<file path="src/hdl/ffca_seg_mem.sv">
`timescale 1ns / 1ps
module ffca_seg_mem #(
  parameter int AW = 6
) (
  input  logic          clk,
  input  logic          we,
  input  logic [AW-1:0] waddr,
  input  logic [32:0]   wdata,
  input  logic [AW-1:0] raddr,
  output logic [32:0]   rdata
);

  logic [32:0] mem [2**AW];

  always_ff @(posedge clk) begin
    if (we) begin
      mem[waddr] <= wdata;
    end
    rdata <= mem[raddr];
  end

endmodule
</file>
<file path="config.mk">
export PLATFORM = sky130hd
export DESIGN_NAME = ffca_seg_mem
export DESIGN_NICKNAME = d
export VERILOG_FILES = /design/src/hdl/ffca_seg_mem.sv
export SDC_FILE = /design/constraint.sdc
export NUM_CORES = 2
export LEC_CHECK = 0
export ABC_AREA = 1
export BUFFER_PORTS_ARGS = -buffer_cell sky130_fd_sc_hd__buf_2
export CORE_ASPECT_RATIO = 0.6
export CORE_MARGIN = 2
export CORE_UTILIZATION = 45
export DETAILED_ROUTE_END_ITERATION = 16
export PLACE_DENSITY = 0.59
export SYNTH_ARGS = -nofsm -noshare
export SYNTH_HDL_FRONTEND = slang
export SYNTH_SLANG_ARGS = --single-unit
</file>
<file path="constraint.sdc">
create_clock -name clk -period 4.2 [get_ports clk]
set_input_delay 0 -clock clk [delete_from_list [all_inputs] [get_ports clk]]
set_output_delay 0 -clock clk [all_outputs]
set_load 0.005 [all_outputs]
</file>
# Yosys cells after proc, flatten, opt, wreduce, memory -nomap -nowiden
# Memories as Yosys holds them, arrays and structs flattened. A register that Yosys moved wholly into a read port is not among the register bits.
# Index checks and enable logic that the tools add are counted.
# W data, S select, Z words.
op_classes:
  n_mux: 2
ops:
  columns: ["cell", "count"]
  rows:
  - ["$mux W1", 2]
totals:
  ff_bits: 0
  ramBits: 2112
  input_bits: 47
  elab_cells: 3
  memories: 1
mem_list:
  columns: ["name", "depth", "width", "read_ports", "rd_clocked_by_memory_dff", "write_ports", "line_no", "source"]
  rows:
  - ["mem", 64, 33, 1, 1, 1, "13", "logic [32:0] mem [2**AW];"]

# Depth between registers and ports, before layout
logic_depth:
  ltp_word: 2
  mapped_depth: 13

# Least setup slack after synthesis
# No wires, ideal clock.
synth_path:
  path_type: "input-to-reg"
  start: "input port we"
  end: "memory mem[48][0], enable pin"
  setup_time_ps: 507
  arrival_time_ps: 3722
  path_slack_ps: -28
  stages: 3
  n_path_buf: 1
  path_cell_list: "clkbuf_1 -> nand4_1 -> nor4_1"
synth_between:
  elab_chain_cells: 2
synth_lines:
  columns: ["item", "line_no", "source"]
  rows:
  - ["start, declared", "6", "input logic we,"]
  - ["$mux W1", "16", "if (we) begin"]
  - ["$mux W1 (implied by the code)", "17", "mem[waddr] <= wdata;"]
  - ["end, declared", "13", null]
# No other way between the ends.

==> flow_summary_export.csv <==
group,metric,value,unit
min_path,min_path_cells,5,
clock_tree,h-tree-depth,4,
clock_tree,tritoncts,"yes",
worst_setup_path,critPathLaunchType,"input pin",
synth,synth.area.top_cells,"edfxtp_1, nand3_1, nand2_1",
drt,drc,0,
clock_tree,insertion_delay,840,ps
floorplanning,initial_core_util,0.451,
worst_setup_path,regToRegSetupSlack,2190,ps
drt,routed_wl,262,mm
power_and_ir_drop,p_leak,33.5,nW
worst_setup_path,r2r_cells,8,
placement,io_buffers,79,
drt,first_pass_iters,5,
synth,synth_nets,7027,
floorplanning,num_io_pins,80,
synth,syn_inst,6980,
global_routing,grt_pass1_vias,52500,
sta,worstMarginPinSlew,1370,ps
global_routing,grtUsageTotal,0.267,
layout,seqCellArea,64100,µm²
synth,syn_area_per_cell,12.3,µm²
power_and_ir_drop,power_density,459,nW/µm²
sta,fmax,362,MHz
sta,hold_viol_final,0,
min_path,worstHoldEndpoint,"rdata[31]$_DFF_P_",
global_routing,grt_pass1_wl,378,mm
synth,synth_cell_types,18,
placement,routabilityCongestion,0.827,
power_and_ir_drop,vdd_drop_max,0.000341,V
worst_setup_path,crit_type,"input pin to register",
floorplanning,die_area,194000,µm²
worst_setup_path,slowest_delay,690,ps
sta,slew-limit-headroom,0.0881,
layout,final_core_util,0.504,
layout,multi_input_area,19300,µm²
worst_setup_path,cp_cell_sequence,"dlygate4sd3_1 > buf_8 > inv_8 > buf_12 > nand3_1 > nand3_1 > nand2_1 > nand2_1 > nand3_1 > nand3_1 > nand2_1",
drt,wire_per_inst,27.0,µm
min_path,hold_class,"input pin to register",
layout,final_cell_mix,"nand2_1, edfxtp_1, nand3_1",
floorplanning,die_w,567,µm
clock_tree,cts-root-buf,"clkbuf_16",
sta,post-route-min-period,2760,ps
synth,yosys.area.top_type_share,0.740,
global_routing,antenna_found_initial,10,
layout,fill_cells,16500,
worst_setup_path,cp.arrival,3450,ps
sta,rsz0062_at_grt,"false",
worst_setup_path,crit_path_frequent_cell,"nand3_1",
synth,seq_area_frac_synth,0.748,
worst_setup_path,r2r_start,"mem[23][21]$_DFFE_PP_",
synth,syn-cell-area,85700,µm²
global_routing,grt_max_degree,156,
worst_setup_path,cp_max_fo,86,
worst_setup_path,endpoint_kind,"register",
drt,num_vias,56600,
layout,synthToLayoutAreaGrowth,11.7,%
clock_tree,clockBufferDepth,4,
layout,fin_nets,7094,
floorplanning,dieHeight,342,µm
drt,viasPerCell,5.83,
min_path,hold_path.startpoint,"raddr[4]",
sta,maxSlewViolCount,0,
worst_setup_path,cp_slowest_cell,"inv_8",
clock_tree,cts.clk_slew.worst_paths,70,ps
sta,period_share,0.657,
drt,ant_nets,0,
layout,layout-drive-gt1-share,0.0862,
sta,fin_worst_skew,35.7,ps
synth,synth_top_area_cell,"edfxtp_1",
sta,finalSetupViolCount,0,
worst_setup_path,reg2reg_to,"rdata[21]$_DFF_P_",
floorplanning,core,190000,µm²
layout,final_common_cell,"nand2_1",
run_status,status,"finished, final reports clean",
global_routing,grt-ovfl-total,0,
floorplanning,fp-row-count,124,
clock_tree,ctsResizeCount,0,
synth,ys_seq_elements,2145,
clock_tree,cts_sinks,2145,
sta,hold_slack,169,ps
flow_run,max-cap-violations,0,
worst_setup_path,cp.required,4890,ps
synth,ys.warnings.count,0,
drt,first_iter_violations,8166,
placement,dp_hpwl,140,mm
clock_tree,cts_buffers,195,
-- power by group --
part / switching [W] / total (W) / internal [W]
sequential: 0.0000983 / 0.0238 / 0.0237
combinational: 0.00219 / 0.00289 / 0.000702
clock: 0.00780 / 0.0172 / 0.00944
total: 0.0101 / 0.0439 / 0.0338
-- Yosys cell counts --
cell type and n:
inv_1 9, buf_1 56, clkinv_1 1, buf_8 4
nand2_1 2321, buf_4 48, clkbuf_1 79, buf_6 63
buf_2 213, dfxtp_1 33, edfxtp_1 2112, inv_2 1
inv_4 1, nand4_1 9, nor2_1 56, nand3_1 1965
nor4_1 8, buf_12 1
-- cell type report --
cell class,instances,share of cell area
Sequential cell,2145,0.669
Antenna cell,6,0.000157
Multi-Input combinational cell,4359,0.202
Inverter,12,0.000863
Clock buffer,275,0.0574
Clock inverter,69,0.00502
Timing Repair Buffer,334,0.0322
Tap cell,2520,0.0329
-- flip-flops by register name, indices dropped and copies added (netlist names) --
register  count
mem        2112
rdata        33
-- layer usage --
layer / global-route usage / part of all wire / vias to the layer above
li1: - / - / 25000
met1: 0.416 / 0.44 / 28100
met2: 0.383 / 0.43 / 3206
met3: 0.0553 / 0.11 / 340
met4: 0.0590 / 0.021 / 0
met5: 0 / 0 / -
-- what timing repair did --
item,4_1_cts,5_1_grt
endpoints found under the hold margin,1953,0
hold buffers,47,0
buffers inserted,0,0
-- metrics by stage --
stage / std cells / instance area, µm² / power, W / setup TNS [ps] / setup WS, ps
after floorplan: 6980 / 85700 / 0.0257 / -7520 / -28.5
after global placement: 9323 / 89300 / 0.0270 / 0 / 1310
after detailed placement: 9323 / 89300 / 0.0271 / 0 / 1330
after CTS: 9714 / 95700 / 0.0440 / 0 / 1550
after global routing: 9716 / 95700 / 0.0451 / 0 / 1330
final: 9720 / 95700 / 0.0439 / 0 / 1440
-- kinds of logic (layout without fill, tap and decap cells) --
logic type             after synthesis  count (layout)  share of synthesized area
other                                0               6                          0
buffers and inverters              476             690                     0.0323
DFF                               2145            2145                      0.748
and+or+nand+nor                   4359            4359                      0.220
-- worst max-delay path by stage --
stage                  start                   end  slack [ps]  cells past startpoint
floorplan                 we  mem[48][0]$_DFFE_PP_         -30                      3
global placement    raddr[1]     rdata[21]$_DFF_P_        1310                     10
detailed placement  raddr[1]     rdata[21]$_DFF_P_        1330                     10
CTS                 raddr[1]     rdata[28]$_DFF_P_        1550                     12
global route        raddr[0]     rdata[28]$_DFF_P_        1330                     13
finish              raddr[1]     rdata[21]$_DFF_P_        1440                     11
-- critical path, delay by kind of cell --
family | cells | cell delay (ps)
buffers and inverters | 4 | 1870
and+or+nand+nor | 7 | 1420
(Power assumes the default switching activity.)
